<file path="config.mk">
export PLATFORM = sky130hd
export DESIGN_NAME = base64_stream_decoder_core
export DESIGN_NICKNAME = d
export VERILOG_FILES = /design/src/sv/b64d_pkg.sv /design/src/sv/base64_stream_decoder_core.sv /design/src/sv/b64d_step.sv
export SDC_FILE = /design/constraint.sdc
export NUM_CORES = 1
export LEC_CHECK = 0
export ABC_AREA = 1
export BUFFER_PORTS_ARGS = -buffer_cell sky130_fd_sc_hd__buf_2
export CORE_MARGIN = 2
export CORE_UTILIZATION = 40
export CTS_CLUSTER_DIAMETER = 200
export DETAILED_ROUTE_END_ITERATION = 10
export PLACE_DENSITY = 0.69
export SLEW_MARGIN = 30
export SYNTH_ARGS = -nofsm -noshare
export SYNTH_HDL_FRONTEND = slang
export SYNTH_SLANG_ARGS = --single-unit
</file>
<file path="constraint.sdc">
create_clock -name i_clk -period 2.8 [get_ports i_clk]
set_input_delay 0.14 -clock i_clk [delete_from_list [all_inputs] [get_ports i_clk]]
set_output_delay 0.14 -clock i_clk [all_outputs]
set_load 0.01 [all_outputs]
</file>
<file path="src/sv/b64d_pkg.sv">
package b64d_pkg;

    typedef enum logic [1:0] {
        ACT_CHAR  = 2'd0,
        ACT_CLOSE = 2'd1,
        ACT_CLEAR = 2'd2
    } t_action;

    typedef enum logic [1:0] {
        ST_NONE  = 2'd0,
        ST_BYTE  = 2'd1,
        ST_ERROR = 2'd2
    } t_status;

    typedef enum logic [2:0] {
        CFG_SKIP_LINE_ENDS   = 3'd0,
        CFG_SKIP_INVALID     = 3'd1,
        CFG_PADDING_OPTIONAL = 3'd2,
        CFG_SKIP_BIT_CHECK   = 3'd3,
        CFG_CODE62_CHAR      = 3'd4,
        CFG_CODE63_CHAR      = 3'd5,
        CFG_PAD_CHAR         = 3'd6
    } t_cfg_index;

    localparam logic [3:0] PH_DATA0   = 4'd0;
    localparam logic [3:0] PH_DATA1   = 4'd1;
    localparam logic [3:0] PH_DATA2   = 4'd2;
    localparam logic [3:0] PH_DATA3   = 4'd3;
    localparam logic [3:0] PH_PAD0    = 4'd4;
    localparam logic [3:0] PH_PAD1    = 4'd5;
    localparam logic [3:0] PH_PAD2    = 4'd6;
    localparam logic [3:0] PH_PAD3    = 4'd7;
    localparam logic [3:0] PH_STOPPED = 4'd15;

    localparam logic [7:0] NO_BYTE   = 8'hFF;
    localparam logic [7:0] CHAR_LF   = 8'h0A;
    localparam logic [7:0] CHAR_CR   = 8'h0D;

    localparam logic       RST_SKIP_LINE_ENDS   = 1'b1;
    localparam logic       RST_SKIP_INVALID     = 1'b0;
    localparam logic       RST_PADDING_OPTIONAL = 1'b0;
    localparam logic       RST_SKIP_BIT_CHECK   = 1'b1;
    localparam logic [7:0] RST_CODE62_CHAR      = 8'd43;
    localparam logic [7:0] RST_CODE63_CHAR      = 8'd47;
    localparam logic [7:0] RST_PAD_CHAR         = 8'd61;

    typedef struct packed {
        logic [1:0] action;
        logic [7:0] char_in;
    } t_in_item;

    typedef struct packed {
        logic [1:0] status;
        logic [7:0] byte_out;
        logic       stopped;
    } t_out_item;

    typedef struct packed {
        logic       skip_line_ends;
        logic       skip_invalid;
        logic       padding_optional;
        logic       skip_bit_check;
        logic [7:0] code62_char;
        logic [7:0] code63_char;
        logic [7:0] pad_char;
    } t_cfg;

    typedef struct packed {
        logic [3:0] phase;
        logic [5:0] leftover;
    } t_state;

endpackage

</file>
<file path="src/sv/base64_stream_decoder_core.sv">
// Base64 stream decoder: one character (or a close or clear command) per input beat,
// exactly one result beat per input beat, carrying status, the decoded byte and a
// stopped flag. Sustained rate is one beat per cycle while the output is not stalled;
// a beat passes the input register, then the phase/leftover update and the result
// register together; the phase/leftover state loop closes within that update, which
// sets the rate. Configuration writes take effect on the next beat and are always
// ready; indexes beyond the register list are dropped.
module base64_stream_decoder_core
    import b64d_pkg::*;
(
    input  logic      i_clk,
    input  logic      i_rst_n,
    input  logic      i_in_valid,
    output logic      o_in_ready,
    input  t_in_item  i_in_item,
    output logic      o_out_valid,
    input  logic      i_out_ready,
    output t_out_item o_out_item,
    input  logic      i_cfg_valid,
    output logic      o_cfg_ready,
    input  logic [2:0] i_cfg_index,
    input  logic [7:0] i_cfg_data
);

    t_cfg      r_cfg;
    t_state    r_state;
    t_state    n_state;
    logic      r_in_valid;
    t_in_item  r_in_item;
    logic      r_out_valid;
    t_out_item r_out_item;
    t_out_item n_out_item;
    logic      advance;

    assign advance     = !r_out_valid || i_out_ready;
    assign o_in_ready  = !r_in_valid || advance;
    assign o_cfg_ready = 1'b1;
    assign o_out_valid = r_out_valid;
    assign o_out_item  = r_out_item;

    b64d_step u_step (
        .i_cfg    (r_cfg),
        .i_state  (r_state),
        .i_item   (r_in_item),
        .o_state  (n_state),
        .o_result (n_out_item)
    );

    always_ff @(posedge i_clk) begin
        if (!i_rst_n) begin
            r_cfg.skip_line_ends   <= RST_SKIP_LINE_ENDS;
            r_cfg.skip_invalid     <= RST_SKIP_INVALID;
            r_cfg.padding_optional <= RST_PADDING_OPTIONAL;
            r_cfg.skip_bit_check   <= RST_SKIP_BIT_CHECK;
            r_cfg.code62_char      <= RST_CODE62_CHAR;
            r_cfg.code63_char      <= RST_CODE63_CHAR;
            r_cfg.pad_char         <= RST_PAD_CHAR;
        end else if (i_cfg_valid) begin
            unique case (i_cfg_index)
                CFG_SKIP_LINE_ENDS:   r_cfg.skip_line_ends   <= i_cfg_data[0];
                CFG_SKIP_INVALID:     r_cfg.skip_invalid     <= i_cfg_data[0];
                CFG_PADDING_OPTIONAL: r_cfg.padding_optional <= i_cfg_data[0];
                CFG_SKIP_BIT_CHECK:   r_cfg.skip_bit_check   <= i_cfg_data[0];
                CFG_CODE62_CHAR:      r_cfg.code62_char      <= i_cfg_data;
                CFG_CODE63_CHAR:      r_cfg.code63_char      <= i_cfg_data;
                CFG_PAD_CHAR:         r_cfg.pad_char         <= i_cfg_data;
                default: ;
            endcase
        end
    end

    always_ff @(posedge i_clk) begin
        if (!i_rst_n) begin
            r_in_valid  <= 1'b0;
            r_out_valid <= 1'b0;
            r_state     <= '{phase: PH_DATA0, leftover: 6'd0};
        end else begin
            if (o_in_ready) begin
                r_in_valid <= i_in_valid;
            end
            if (advance) begin
                r_out_valid <= r_in_valid;
            end
            // state moves only when the held beat is handed to the result register
            if (advance && r_in_valid) begin
                r_state <= n_state;
            end
        end
    end

    always_ff @(posedge i_clk) begin
        if (o_in_ready && i_in_valid) begin
            r_in_item <= i_in_item;
        end
        if (advance && r_in_valid) begin
            r_out_item <= n_out_item;
        end
    end

    a_no_byte_fill: assert property (@(posedge i_clk) disable iff (!i_rst_n)
        r_out_valid && (r_out_item.status != ST_BYTE) |-> r_out_item.byte_out == NO_BYTE)
        else $error("byte_out not 0xFF on a beat without a byte");

    a_stopped_tracks_state: assert property (@(posedge i_clk) disable iff (!i_rst_n)
        r_out_valid |-> r_out_item.stopped == (r_state.phase == PH_STOPPED))
        else $error("stopped flag disagrees with phase");

    a_error_stops: assert property (@(posedge i_clk) disable iff (!i_rst_n)
        r_out_valid && (r_out_item.status == ST_ERROR) |-> r_out_item.stopped)
        else $error("error result without stop");

    a_stopped_clean: assert property (@(posedge i_clk) disable iff (!i_rst_n)
        r_state.phase == PH_STOPPED |-> r_state.leftover == 6'd0)
        else $error("leftover bits kept while stopped");

endmodule

</file>
<file path="src/sv/b64d_step.sv">
module b64d_step
    import b64d_pkg::*;
(
    input  t_cfg      i_cfg,
    input  t_state    i_state,
    input  t_in_item  i_item,
    output t_state    o_state,
    output t_out_item o_result
);

    logic       is_value;
    logic       is_pad;
    logic       is_line_end;
    logic [5:0] value;
    logic       err;
    logic       bit_err;
    t_state     nxt;
    logic [1:0] status;
    logic [7:0] byte_val;
    logic [7:0] c;

    assign c       = i_item.char_in;
    assign bit_err = !i_cfg.skip_bit_check && (i_state.leftover != 6'd0);

    // classification order: 62, 63, padding, line end, alphabet
    always_comb begin
        is_value    = 1'b0;
        is_pad      = 1'b0;
        is_line_end = 1'b0;
        value       = 6'd0;
        priority if (c == i_cfg.code62_char) begin
            is_value = 1'b1;
            value    = 6'd62;
        end else if (c == i_cfg.code63_char) begin
            is_value = 1'b1;
            value    = 6'd63;
        end else if (c == i_cfg.pad_char) begin
            is_pad = 1'b1;
        end else if (c == CHAR_LF || c == CHAR_CR) begin
            is_line_end = 1'b1;
        end else if (c >= 8'h41 && c <= 8'h5A) begin
            is_value = 1'b1;
            value    = 6'(c - 8'h41);
        end else if (c >= 8'h61 && c <= 8'h7A) begin
            is_value = 1'b1;
            value    = 6'(c - 8'h61 + 8'd26);
        end else if (c >= 8'h30 && c <= 8'h39) begin
            is_value = 1'b1;
            value    = 6'(c - 8'h30 + 8'd52);
        end else begin
            // not in the alphabet
            is_value = 1'b0;
        end
    end

    always_comb begin
        nxt      = i_state;
        status   = ST_NONE;
        byte_val = NO_BYTE;
        err      = 1'b0;
        unique case (i_item.action)
            ACT_CHAR: begin
                if (is_value) begin
                    unique case (i_state.phase)
                        PH_DATA0: begin
                            nxt.leftover = value;
                            nxt.phase    = PH_DATA1;
                        end
                        PH_DATA1: begin
                            byte_val     = {i_state.leftover, value[5:4]};
                            nxt.leftover = {2'b00, value[3:0]};
                            nxt.phase    = PH_DATA2;
                            status       = ST_BYTE;
                        end
                        PH_DATA2: begin
                            byte_val     = {i_state.leftover[3:0], value[5:2]};
                            nxt.leftover = {4'b0000, value[1:0]};
                            nxt.phase    = PH_DATA3;
                            status       = ST_BYTE;
                        end
                        PH_DATA3: begin
                            byte_val     = {i_state.leftover[1:0], value};
                            nxt.leftover = 6'd0;
                            nxt.phase    = PH_DATA0;
                            status       = ST_BYTE;
                        end
                        default: err = 1'b1;
                    endcase
                end else if (is_pad) begin
                    nxt.leftover = 6'd0;
                    if (bit_err) begin
                        err = 1'b1;
                    end else begin
                        unique case (i_state.phase)
                            PH_DATA0, PH_PAD3: nxt.phase = PH_PAD0;
                            PH_DATA1, PH_PAD0: nxt.phase = PH_PAD1;
                            PH_DATA2, PH_PAD1: nxt.phase = PH_PAD2;
                            PH_DATA3, PH_PAD2: nxt.phase = PH_PAD3;
                            default:           err = 1'b1;
                        endcase
                    end
                end else if (is_line_end) begin
                    err = !i_cfg.skip_line_ends;
                end else begin
                    err = !i_cfg.skip_invalid;
                end
            end
            ACT_CLOSE: begin
                nxt.leftover = 6'd0;
                if (bit_err) begin
                    err = 1'b1;
                end else if (i_cfg.padding_optional) begin
                    unique case (i_state.phase)
                        PH_DATA1: nxt.phase = PH_PAD1;
                        PH_DATA2: nxt.phase = PH_PAD2;
                        PH_DATA3: nxt.phase = PH_PAD3;
                        PH_DATA0, PH_PAD0, PH_PAD1, PH_PAD2, PH_PAD3:
                            nxt.phase = PH_STOPPED;
                        default: err = 1'b1;
                    endcase
                end else if (i_state.phase == PH_DATA0 || i_state.phase == PH_PAD3) begin
                    nxt.phase = PH_STOPPED;
                end else begin
                    err = 1'b1;
                end
            end
            ACT_CLEAR: begin
                nxt.phase    = PH_DATA0;
                nxt.leftover = 6'd0;
            end
            default: ;
        endcase
        if (err) begin
            nxt.phase    = PH_STOPPED;
            nxt.leftover = 6'd0;
            status       = ST_ERROR;
            byte_val     = NO_BYTE;
        end
    end

    assign o_state           = nxt;
    assign o_result.status   = status;
    assign o_result.byte_out = byte_val;
    assign o_result.stopped  = (nxt.phase == PH_STOPPED);

endmodule
</file>
* Yosys cells after proc, flatten, opt, wreduce, memory -nomap -nowiden
Index checks and enable logic that the tools add are counted.
** Word-level totals
- Register bits :: 61
- Word-level logic and storage cells :: 136
** Cells by class
- $lt $le $gt $ge :: 6
- Bitwise operators :: 2
- Eq/ne operators :: 23
- Mux-type cells :: 46
- Add/sub/neg operators :: 5
- Reduce and logical (&&, ||, !) cells :: 37
** Operators by type and width (number)
- 6-bit two-way mux :: 7
- 10-bit one-hot mux with 4 select lines :: 1
- 4-bit one-hot mux with 4 select lines :: 2
- 10-bit two-way mux :: 3
- 10-bit one-hot mux with 3 select lines :: 1
- 8-bit equality test :: 3
- 1-bit two-way mux :: 24
- 8-bit one-hot mux with 3 select lines :: 1
- 4-bit by 3-bit equality test with 1-bit output (second input constant) :: 4
- 8-bit by 4-bit equality test with 1-bit output (second input constant) :: 2
- 8-bit by 7-bit >= comparator with 1-bit output (second input constant) :: 2
- 8-bit by 7-bit less-or-equal comparator with 1-bit output (second input constant) :: 2
- 4-bit two-way mux :: 4
- 2-bit AND reduction :: 7
- 6-bit subtractor (second input constant) :: 2
- 3-bit equality test (second input constant) :: 3
- 4-bit by 2-bit equality test with 1-bit output (second input constant) :: 2
- 8-bit by 6-bit >= comparator with 1-bit output (second input constant) :: 1
- 8-bit by 6-bit less-or-equal comparator with 1-bit output (second input constant) :: 1
- 2-bit OR reduction :: 4
- 8-bit OR reduction :: 1
- 7-bit inequality test (second input constant) :: 1
- 6-bit by 5-bit adder with 6-bit output (second input constant) :: 1
- 6-bit adder (second input constant) :: 1
- 23 further kinds :: 39

* Logic depth before layout (Yosys ltp)
Gate-level depths: netlist of run 1.
- Word-level depth :: 14
- Mapped depth :: 19
- Mapped depth without buffers :: 18

* Hierarchy
A second synthesis of run 1 with hierarchy kept.
** Second synthesis, totals
- Cells, all modules :: 688
- Area, all modules :: 4335.4 sq um
** Modules (own cells, without submodules)
- base64_stream_decoder_core :: area each 2277.2 sq um, cells an instance 244, instances 1
- b64d_step :: area each 2058.2 sq um, cells an instance 444, instances 1

* Worst setup path before layout of run 1
OpenSTA, ideal clock, no wires.
- Kind :: register -> register
- From :: reg r_in_item[2] (netlist name)
- To :: reg r_out_item (netlist bit o_out_item[1]) (data pin)
- Buffers on the path :: 1
- Arrival :: 1966 ps
- Slack :: 561 ps
- Data required time :: 2528 ps
- Stages on the path, launching flop included :: 14
- Path through :: edfxtp_1 -> buf_4 -> inv_2 -> ha_1 -> nand2_1 -> nand2_1 -> nand2_1 -> nor2_2 -> nor2_4 -> nor2_2 -> o21ai_4 -> nand3_2 -> nor2_4 -> o2111ai_1
** Between the ends
- Longest elaborated chain between the ends :: 12
- Elaborated cells between the ends (all ways) :: 48
** RTL lines
- start: declaration :: RTL line base64_stream_decoder_core.sv:29 : t_in_item r_in_item;
- start signal: assignment :: RTL line base64_stream_decoder_core.sv:93 : r_in_item <= i_in_item;
- branches (longest 12 deep; another with 6-bit subtractor)
- end signal: assignment :: RTL line base64_stream_decoder_core.sv:96 : r_out_item <= n_out_item;
- end: declaration :: RTL line base64_stream_decoder_core.sv:31 : t_out_item r_out_item;
Several ways; the timed one is not identified.
A chain may end at the register's enable or synchronous reset.

* Final worst setup path of run 1
- From :: reg r_in_item[3] (netlist name)
- To :: reg r_out_item (netlist bit o_out_item[8]) (data pin)
** Between the ends
- Longest elaborated chain between the ends :: 12
- Elaborated cells between the ends (all ways) :: 35
** RTL lines
- 8-bit by 6-bit >= comparator with 1-bit output or 8-bit by 6-bit less-or-equal comparator with 1-bit output (tied branches) :: RTL line b64d_step.sv:47 : end else if (c >= 8'h30 && c <= 8'h39) begin
- 1-bit logical AND :: RTL line b64d_step.sv:47
- 1-bit two-way mux :: RTL line b64d_step.sv:47
- 1-bit two-way mux :: RTL line b64d_step.sv:44 : end else if (c >= 8'h61 && c <= 8'h7A) begin
- 1-bit two-way mux :: RTL line b64d_step.sv:41 : end else if (c >= 8'h41 && c <= 8'h5A) begin
- 1-bit two-way mux :: RTL line b64d_step.sv:39 : end else if (c == CHAR_LF || c == CHAR_CR) begin
- 1-bit two-way mux :: RTL line b64d_step.sv:37 : end else if (c == i_cfg.pad_char) begin
- 1-bit two-way mux :: RTL line b64d_step.sv:34 : end else if (c == i_cfg.code63_char) begin
- 1-bit two-way mux :: RTL line b64d_step.sv:31 : priority if (c == i_cfg.code62_char) begin
- 1-bit two-way mux :: RTL line b64d_step.sv:63 : if (is_value) begin
- 1-bit one-hot mux with 2 select lines :: RTL line b64d_step.sv:61 : unique case (i_item.action)
- 3-bit OR reduction (no line) (*)
Every way passes the cells marked *; elsewhere a longest branch is shown, timed or not.

==> flow_summary.ini, run 1 <==
[status]
status = completed

[detailed_routing]
wl_met2_mm = 4.574
first_pass_iters = 5
ant_nets = 0
met1_length_mm = 4.606
top_layer_used = met4
drc_errors = 0
vias_per_cell = 5.040
wl_mm = 9.918
wl_per_cell_microns = 12.80
drt_iter0_drc = 255
vias = 3906
routed-wl-met3_microns = 475

[grt]
grt_remaining_overflow = 0
grt_use_total_pct = 19.36
antenna_found_initial = 0
grt_max_degree = 37
grt_pass1_wl_mm = 17.14
grt_pass1_vias = 3692

[setup_path]
r2r-start = r_in_item[3]
cp_max_fo = 9
r2r-end = o_out_item[8]
path_class = flop to flop
worstRegToRegCells = 11
critPathArrivalTime_ns = 2.55
worstPathRequired_ns = 2.86
endpoint_kind = flop
worst_setup_path_start_kind = flop
reg2reg_slack_ns = 0.32

[floorplan]
io_pins = 40
rows = 36
core_sq_um = 9729
start_util_pct = 41.02
fp.dieW_microns = 103.9
dieArea_sq_um = 10790
die_y_microns = 103.9

[power]
switching_share_pct = 30.30
clkPwrFrac_pct = 32.9
powerDensity_nw_per_um2 = 448.5
p_sw_uw = 620.2
peakVddDrop_mv = 0.3781
pwr-share-seq_pct = 48.5
internal_power_mw = 1.427
p_leak_nw = 2.071
power_frac_comb_pct = 18.5

[clock_tree]
cts_buffer_depth = 2
cts_hold_buffers = 10
htreeDepth = 3
clk-insertion-delay-late_ns = 0.34
cts_resized = 0
clk_pin_slew_ns = 0.07
cts_inserted_buffers = 9
cts_tree = built
clock_sinks = 61
cts-root-buf = clkbuf_8
cts_setup_buffers = 0

[synthesis]
yosysTopAreaCell = dfxtp_1
ys_top_cells_by_area = dfxtp_1 20%, nand2_1 18%, edfxtp_1 16%
synth_ff_type = dfxtp_1
synth_edf_count = 21
netlist.area_leader.share_pct = 20.06
ys_top_cells_by_count = 187 x nand2_1, 69 x inv_1, 56 x nor2_1, 40 x dfxtp_1, 36 x a21oi_1
synth_fp_nets = 620
synth_area_sq_um = 3991
yosysMostFrequentCell = nand2_1
synthCells = 585
yosysWarnings = 0
synth_seq_cells = 61
postSynth.asyncResetShare_pct = 0
ys_seq_area_share_pct = 35.86
ys_types = 41
syn_avg_cell_area_sq_um = 6.823

[sta]
final_hold_viol_count = 0
drv_slew = 0
fin_crit_ns = 2.483
holdWs_ns = 0.04538
final.setup.tns_ns = 0
worst_pin_slew_ns = 0.7450
slew_headroom_pct = 50.15
rsz0062_at_grt = false
max_freq_mhz = 402.7
clock_skew_ns = 0.01048
finalSetupViolations = 0
fin_crit_sh_pct = 88.70

[final_layout]
n_antenna_cell = 0
postLayoutCoreUtil_pct = 46.90
num-nets-final = 672
drive_gt1_share_pct = 14.17
finalNonFillerCells = 775
syn2layout_area_growth_pct = 14.33
n_fill_cell = 1012

[placed_design]
place_inst = 749
place.gp.congestion = 0.9065
hpwlAfterDp_mm = 7.488
io_buffers = 38

[hold_path]
hold_path.class = input port to flop
min_delay_path_depth = 3
min_from = i_cfg_data[1]
holdPathEnd = r_cfg[17]

[flow_run]
maxCapViolations = 0
-- cell usage in the layout (no fill, tap or decap), types with 5 or more instances in the layout --
cell type,Yosys,routed
nand3_1,35,35
a21oi_1,36,36
nor2_2,13,13
buf_2,2,38
dfxtp_1,40,40
o21ai_0,33,33
ha_1,9,9
nand2_1,187,187
inv_1,69,69
o211ai_1,13,13
clkbuf_8,0,10
inv_2,5,5
nor2_1,56,56
dlygate4sd3_1,0,10
xor2_1,7,7
nand4_1,12,12
buf_4,6,7
edfxtp_1,21,21
-- how the worst max path moves through the flow --
| stage | startpoint | endpoint | slack [ns] |
|---|---|---|---|
| finish | r_in_item[3] | o_out_item[8] | 0.32 |
| global route | r_in_item[3] | o_out_item[8] | 0.07 |
| CTS | r_in_item[3] | o_out_item[3] | 0.33 |
| detailed placement | r_in_item[3] | o_out_item[3] | 0.35 |
| global placement | r_in_item[3] | o_out_item[0] | 0.40 |
| floorplan | r_in_item[2] | o_out_item[1] | 0.56 |
-- kinds of logic (layout without fill, tap and decap cells) --
group,after synthesis,after routing,synth area share [%]
AO/OA/AOI/OAI,95,95,14.01
XOR/XNOR,9,9,1.975
adder cells (fa/ha/maj),9,9,2.821
buffers and inverters,91,148,9.874
flip-flops,61,61,35.86
other,1,1,0.09395
AND/OR/NAND/NOR,319,319,35.36
-- metrics by stage --
stage	setup WS [ns]	power [mW]	cell area [sq um]
after global placement	0.3951	1.369	4300
after CTS	0.3271	2.052	4563
after global routing	0.06592	2.155	4563
final	0.3165	2.047	4563
after floorplan	0.5613	1.276	3991
after detailed placement	0.3544	1.375	4300
-- routing by layer --
metal | GRT usage, % | vias to the layer above
met5 | 0 | -
met3 | 3.321 | 21
met1 | 24.85 | 1770
met4 | 7.722 | 0
li1 | - | 2005
met2 | 32.38 | 110
-- area by class of cell --
class	instances	area, sq um	share of cell area (%)
multi-input combinational	433	2166	47.46
sequential	61	1431	31.37
timing repair buffer	55	342.8	7.513
inverter	77	294.0	6.444
tap	133	166.4	3.647
clock buffer	13	148.9	3.263
clock inverter	3	13.76	0.3016
-- registers in the layout (all words and copies together) (netlist names) --
signal / cells
r_in_valid: 1
o_out_valid: 1
r_in_item: 10
r_cfg: 28
r_state: 10
o_out_item: 11
-- power groups by stage --
| stage | registers, mW | logic [mW] | clock network, mW |
|---|---|---|---|
| 2_1_floorplan | 0.997 | 0.279 | 0 |
| 3_3_place_gp | 1.01 | 0.359 | 0 |
| 3_5_place_dp | 1.01 | 0.364 | 0 |
| 4_1_cts | 0.992 | 0.376 | 0.684 |
| 5_1_grt | 0.997 | 0.432 | 0.726 |
| 6_report | 0.993 | 0.380 | 0.674 |
-- worst max-delay path, cell delays in order (launching register included) --
cell       delay, ns
edfxtp_1        0.45
inv_1           0.21
ha_1            0.22
nand2_1         0.08
nand2_1         0.11
o21ai_2         0.08
nor2_4          0.16
nor2_2          0.09
o21ai_4         0.24
nand3_2         0.18
nor2_4          0.23
o2111ai_1       0.15
Note: power is estimated with default switching activity, not from simulation.
==> inputs of run 2 (changes only) <==
--- a/config.mk
+++ b/config.mk
@@ -6,9 +6,10 @@
 export NUM_CORES = 1
 export LEC_CHECK = 0
 export ABC_AREA = 1
-export BUFFER_PORTS_ARGS = -buffer_cell sky130_fd_sc_hd__buf_2
+export BUFFER_PORTS_ARGS = -buffer_cell sky130_fd_sc_hd__buf_4
 export CORE_MARGIN = 2
 export CORE_UTILIZATION = 40
+export CTS_BUF_LIST = sky130_fd_sc_hd__clkbuf_8
 export CTS_CLUSTER_DIAMETER = 200
 export DETAILED_ROUTE_END_ITERATION = 10
 export PLACE_DENSITY = 0.69
==> flow_summary.ini, run 2 (synthesized netlist as in run 1, its figures left out) <==
[setup_path]
endpoint_kind = flop
worstPathRequired_ns = 2.88
worst_setup_path_start_kind = flop
critPathArrivalTime_ns = 2.55
cp_max_fo = 7
path_class = flop to flop

[sta]
final_hold_viol_count = 0
rsz0062_at_grt = false
fin_crit_sh_pct = 88.36
fin_crit_ns = 2.474
max_freq_mhz = 404.2
worst_pin_slew_ns = 0.7495
finalSetupViolations = 0
clock_skew_ns = 0.01119
final.setup.tns_ns = 0
holdWs_ns = 0.01984
drv_slew = 0
slew_headroom_pct = 49.85

[grt]
grt_remaining_overflow = 0
antenna_found_initial = 0
grt_pass1_wl_mm = 16.61
grt_pass1_vias = 3582
grt_use_total_pct = 19.02
grt_max_degree = 37

[detailed_routing]
routed-wl-met3_microns = 405
first_pass_iters = 5
wl_met2_mm = 4.645
met1_length_mm = 4.698
ant_nets = 0
drc_errors = 0
drt_iter0_drc = 201
top_layer_used = met4
wl_per_cell_microns = 12.83
wl_mm = 9.943
vias = 3896
vias_per_cell = 5.027

[clock_tree]
cts_inserted_buffers = 9
cts-root-buf = clkbuf_8
cts_tree = built
cts_setup_buffers = 0
htreeDepth = 3
clk-insertion-delay-late_ns = 0.35
cts_buffer_depth = 2
clk_pin_slew_ns = 0.07
clock_sinks = 61
cts_resized = 0

[power]
powerDensity_nw_per_um2 = 454.2
peakVddDrop_mv = 0.2099
power_mw = 2.125
p_leak_nw = 2.128

[final_layout]
num-nets-final = 672
mostFrequentLayoutCell = nand2_1
syn2layout_area_growth_pct = 17.24
largest_reg_flops = 28
n_antenna_cell = 0
largest_register = r_cfg
finalNonFillerCells = 775
final_cell_mix = 187 x nand2_1, 71 x inv_1, 56 x nor2_1, 45 x buf_4, 40 x dfxtp_1
drive_gt1_share_pct = 14.49

[placed_design]
hpwlAfterDp_mm = 7.524
place_inst = 749
io_buffers = 38
place.gp.congestion = 0.9202

[flow_run]
maxCapViolations = 0

[floorplan]
dieArea_sq_um = 10790
io_pins = 40
fp.dieW_microns = 103.9
core_sq_um = 9729
rows = 36
die_y_microns = 103.9
start_util_pct = 41.02

[status]
status = completed

[hold_path]
hold_path.class = input port to flop
[run 2: what timing repair did]
item	in CTS	in global routing
hold buffers	10	0
hold endpoints to repair	10	0
endpoints found under the setup margin	0	0
[run 2: worst paths after layout]
kind	start	end	slack (ns)	cells after the start
worst max-delay path	r_in_item[3]	o_out_item[3]	0.33	11
worst min-delay path	i_cfg_data[4]	r_cfg[4]	0.02	3
worst max register to register	r_in_item[3]	o_out_item[3]	0.33	11
worst min register to register	r_cfg[24]	r_cfg[24]	0.47	2
[run 2: critical path: stages, from the launching register on]
cell	delay (ns)
edfxtp_1	0.45
inv_1	0.22
ha_1	0.22
nand2_1	0.08
nand3_1	0.09
nand2_1	0.07
nand2_1	0.19
inv_1	0.13
nor2_1	0.11
o21ai_0	0.12
a21oi_1	0.35
o2111ai_1	0.17
[run 2: power by group]
group / leakage (nW) / switching [mW] / internal (mW)
sequential: 0.504 / 0.0375 / 0.956
clock: 0.101 / 0.343 / 0.399
combinational: 1.52 / 0.248 / 0.142
total: 2.13 / 0.629 / 1.50
[run 2: area by class of cell]
cell class | instances | area [sq um]
Tap cell | 133 | 166.4
Sequential cell | 61 | 1431
Clock buffer | 9 | 123.9
Clock inverter | 7 | 60.06
Timing Repair Buffer | 55 | 437.9
Fill cell | 1024 | 5050
Inverter | 77 | 294.0
Multi-Input combinational cell | 433 | 2166
[run 2: routing by layer]
| layer | vias up | track usage [%] |
|---|---|---|
| met2 | 83 | 31.34 |
| met4 | 0 | 8.591 |
| li1 | 2004 | - |
| met5 | - | 0 |
| met1 | 1793 | 24.34 |
| met3 | 16 | 3.383 |
[run 2: through the flow]
step | setup slack [ns] | util [%] | instance area, sq um
floorplan | 0.5613 | - | 3991
global route | 0.07776 | 48.10 | 4679
global placement | 0.3798 | 45.18 | 4395
CTS | 0.3354 | 48.10 | 4679
detailed placement | 0.3388 | 45.18 | 4395
finish | 0.3260 | 48.10 | 4679
==> inputs of run 3 (changes only) <==
--- a/config.mk
+++ b/config.mk
@@ -5,7 +5,7 @@
 export SDC_FILE = /design/constraint.sdc
 export NUM_CORES = 1
 export LEC_CHECK = 0
-export ABC_AREA = 1
+export ABC_AREA = 0
 export BUFFER_PORTS_ARGS = -buffer_cell sky130_fd_sc_hd__buf_4
 export CORE_MARGIN = 2
 export CORE_UTILIZATION = 40
==> flow_summary.ini, run 3 <==
[status]
status = completed

[synthesis]
yosysTopAreaCell = dfxtp_1
syn_avg_cell_area_sq_um = 8.839
ys_types = 69
postSynth.asyncResetShare_pct = 0
ys_top_cells_by_count = 74 x nand2_1, 40 x dfxtp_1, 25 x xor2_1, 21 x edfxtp_1
synth_seq_cells = 61
synth_area_sq_um = 3712
synth_ff_type = dfxtp_1
synth_edf_count = 21
yosysMostFrequentCell = nand2_1
ys_top_cells_by_area = dfxtp_1 22%, edfxtp_1 17%, nand2_1 7.5%
synthCells = 420
synth_fp_nets = 455
ys_seq_area_share_pct = 38.56
yosysWarnings = 0
netlist.area_leader.share_pct = 21.57

[setup_path]
worstPathRequired_ns = 2.98
path_class = flop to flop
path_common_cell = buf_4
crit_cells = 13
cpPeakStageDelay_ns = 0.39
worst_setup_path_start_kind = flop
endpoint_kind = flop
worstRegToRegCells = 13
critPathArrivalTime_ns = 2.93
critPathTopFamily = compound AO/OA/AOI/OAI gates
slowest_stage = edfxtp_1
cp_max_fo = 8
cp.buffers_inverters = 4
path_cells = buf_4 > ha_1 > buf_4 > nand2_1 > o21ai_0 > nand3_1 > o31ai_2 > buf_4 > a22o_4 > a221oi_4 > buf_6 > a221oi_2 > nor4_2

[hold_path]
min_delay_path_depth = 3
hold_path.class = input port to flop

[final_layout]
post-route-cell-area_sq_um = 4706
n_antenna_cell = 0
num-nets-final = 532
largest_reg_flops = 28
largest_register = r_cfg
syn2layout_area_growth_pct = 26.76
mostFrequentLayoutCell = buf_4
finalNonFillerCells = 613
postLayoutCoreUtil_pct = 51.66
drive_gt1_share_pct = 27.69
final_cell_mix = 77 x buf_4, 72 x nand2_1, 40 x dfxtp_1, 25 x xor2_1, 21 x edfxtp_1

[grt]
grt_pass1_vias = 3217
grt_use_total_pct = 19.08
grt_remaining_overflow = 0
grt_pass1_wl_mm = 15.22
antenna_found_initial = 0
grt_max_degree = 39

[clock_tree]
clock_sinks = 61
cts-root-buf = clkbuf_8
clk-insertion-delay-late_ns = 0.35
cts_inserted_buffers = 9
cts_buffer_depth = 2
cts_tree = built
htreeDepth = 3
clk_pin_slew_ns = 0.07

[sta]
slew_headroom_pct = 59.58
max_freq_mhz = 364.0
clock_skew_ns = 0.006375
drv_slew = 0
holdWs_ns = 0.01494
worst_pin_slew_ns = 0.6041
fin_crit_ns = 2.747
fin_crit_sh_pct = 98.12
finalSetupViolations = 0
final_hold_viol_count = 0
rsz0062_at_grt = true

[power]
power_frac_comb_pct = 20.2
clkPwrFrac_pct = 32.0
p_sw_uw = 583.4
switching_share_pct = 28.47
powerDensity_nw_per_um2 = 435.5
peakVddDrop_mv = 0.2410
pwr-share-seq_pct = 47.8
internal_power_mw = 1.466
p_leak_nw = 1.847

[floorplan]
core_sq_um = 9109
rows = 35
die_y_microns = 100.3
dieArea_sq_um = 10070
fp.dieW_microns = 100.3
io_pins = 40
start_util_pct = 40.76

[detailed_routing]
vias_per_cell = 5.439
first_pass_iters = 4
vias = 3334
wl_per_cell_microns = 15.31
drt_iter0_drc = 217
drc_errors = 0
ant_nets = 0
wl_mm = 9.382

[placed_design]
place.gp.congestion = 0.9395
place_inst = 581
io_buffers = 38
hpwlAfterDp_mm = 6.821
post_dp_cell_area_sq_um = 4238

[flow_run]
maxCapViolations = 0
==> run 3: cell types whose count changed after synthesis, moves of 8 or more <==
cell	previous run	this run
nand3_1	35	19
o211ai_1	13	5
nor2_2	13	0
nand2_1	187	74
nor2_1	56	19
a21boi_0	0	12
xor2_1	7	25
a21oi_1	36	19
nor2b_1	0	8
nand4_1	12	3
o21ai_0	33	18
inv_1	69	14
==> run 3: what timing repair did <==
action,CTS,global route
resized for setup,3,26
pin swaps,0,13
hold buffers,10,0
setup endpoints to repair,2,15
setup buffers,0,7
hold endpoints to repair,10,0
==> run 3: layout make-up <==
type                    instances  area [sq um]
fillers                       849          4403
multi-input cells             320          2197
flip-flops and latches         61          1431
repair buffers                 91         723.2
well taps                     111         138.9
clock buffers                  10         137.6
inverters                      14         52.55
clock inverters                 6         25.02
==> run 3: logic make-up after synthesis <==
kind of cell | synth area share, %
fa+ha+maj | 3.033
simple gates | 23.09
compound gates | 19.48
flops | 38.56
other cells | 0.1010
mux | 2.359
buf+inv | 6.303
xor+xnor | 7.078
==> run 3: worst paths after layout <==
| path | start | end | slack (ns) |
|---|---|---|---|
| setup reg to reg | r_in_item[0] | o_out_item[0] | 0.05 |
| hold reg to reg | r_state[5] | r_state[5] | 0.47 |
| setup / recovery | r_in_item[0] | o_out_item[0] | 0.05 |
| hold / removal | i_cfg_data[1] | r_cfg[9] | 0.01 |
==> run 3: metrics by stage <==
stage          total power [mW]  setup TNS [ns]  worst slack (ns)
6_report                  2.049               0           0.05251
5_1_grt                   2.151         -0.4654          -0.09088
4_1_cts                   2.026               0           0.02470
3_5_place_dp              1.354        -0.09094          -0.09094
3_3_place_gp              1.343               0           0.05217
2_1_floorplan             1.236               0           0.02096
==> run 3: power by group through the flow <==
| stage | clock network, mW | logic, mW | registers (mW) |
|---|---|---|---|
| floorplan | 0 | 0.250 | 0.985 |
| global placement | 0 | 0.349 | 0.995 |
| detailed placement | 0 | 0.358 | 0.996 |
| CTS | 0.677 | 0.372 | 0.977 |
| global route | 0.716 | 0.453 | 0.982 |
| finish | 0.656 | 0.415 | 0.979 |
==> run 3: routing by layer <==
layer	vias to the layer above	routed length [microns]	global-route usage (%)
li1	1643	-	-
met3	24	419	4.109
met2	109	4568	31.39
met4	0	276	9.168
met5	-	0	0
met1	1558	4118	23.76
==> run 3: worst reg2reg max path: stages (launching register included) <==
cell and delay, ns:
edfxtp_1 0.39, buf_4 0.20, ha_1 0.23, buf_4 0.14
nand2_1 0.05, o21ai_0 0.13, nand3_1 0.17, o31ai_2 0.10
buf_4 0.15, a22o_4 0.25, a221oi_4 0.32, buf_6 0.16
a221oi_2 0.04, nor4_2 0.26
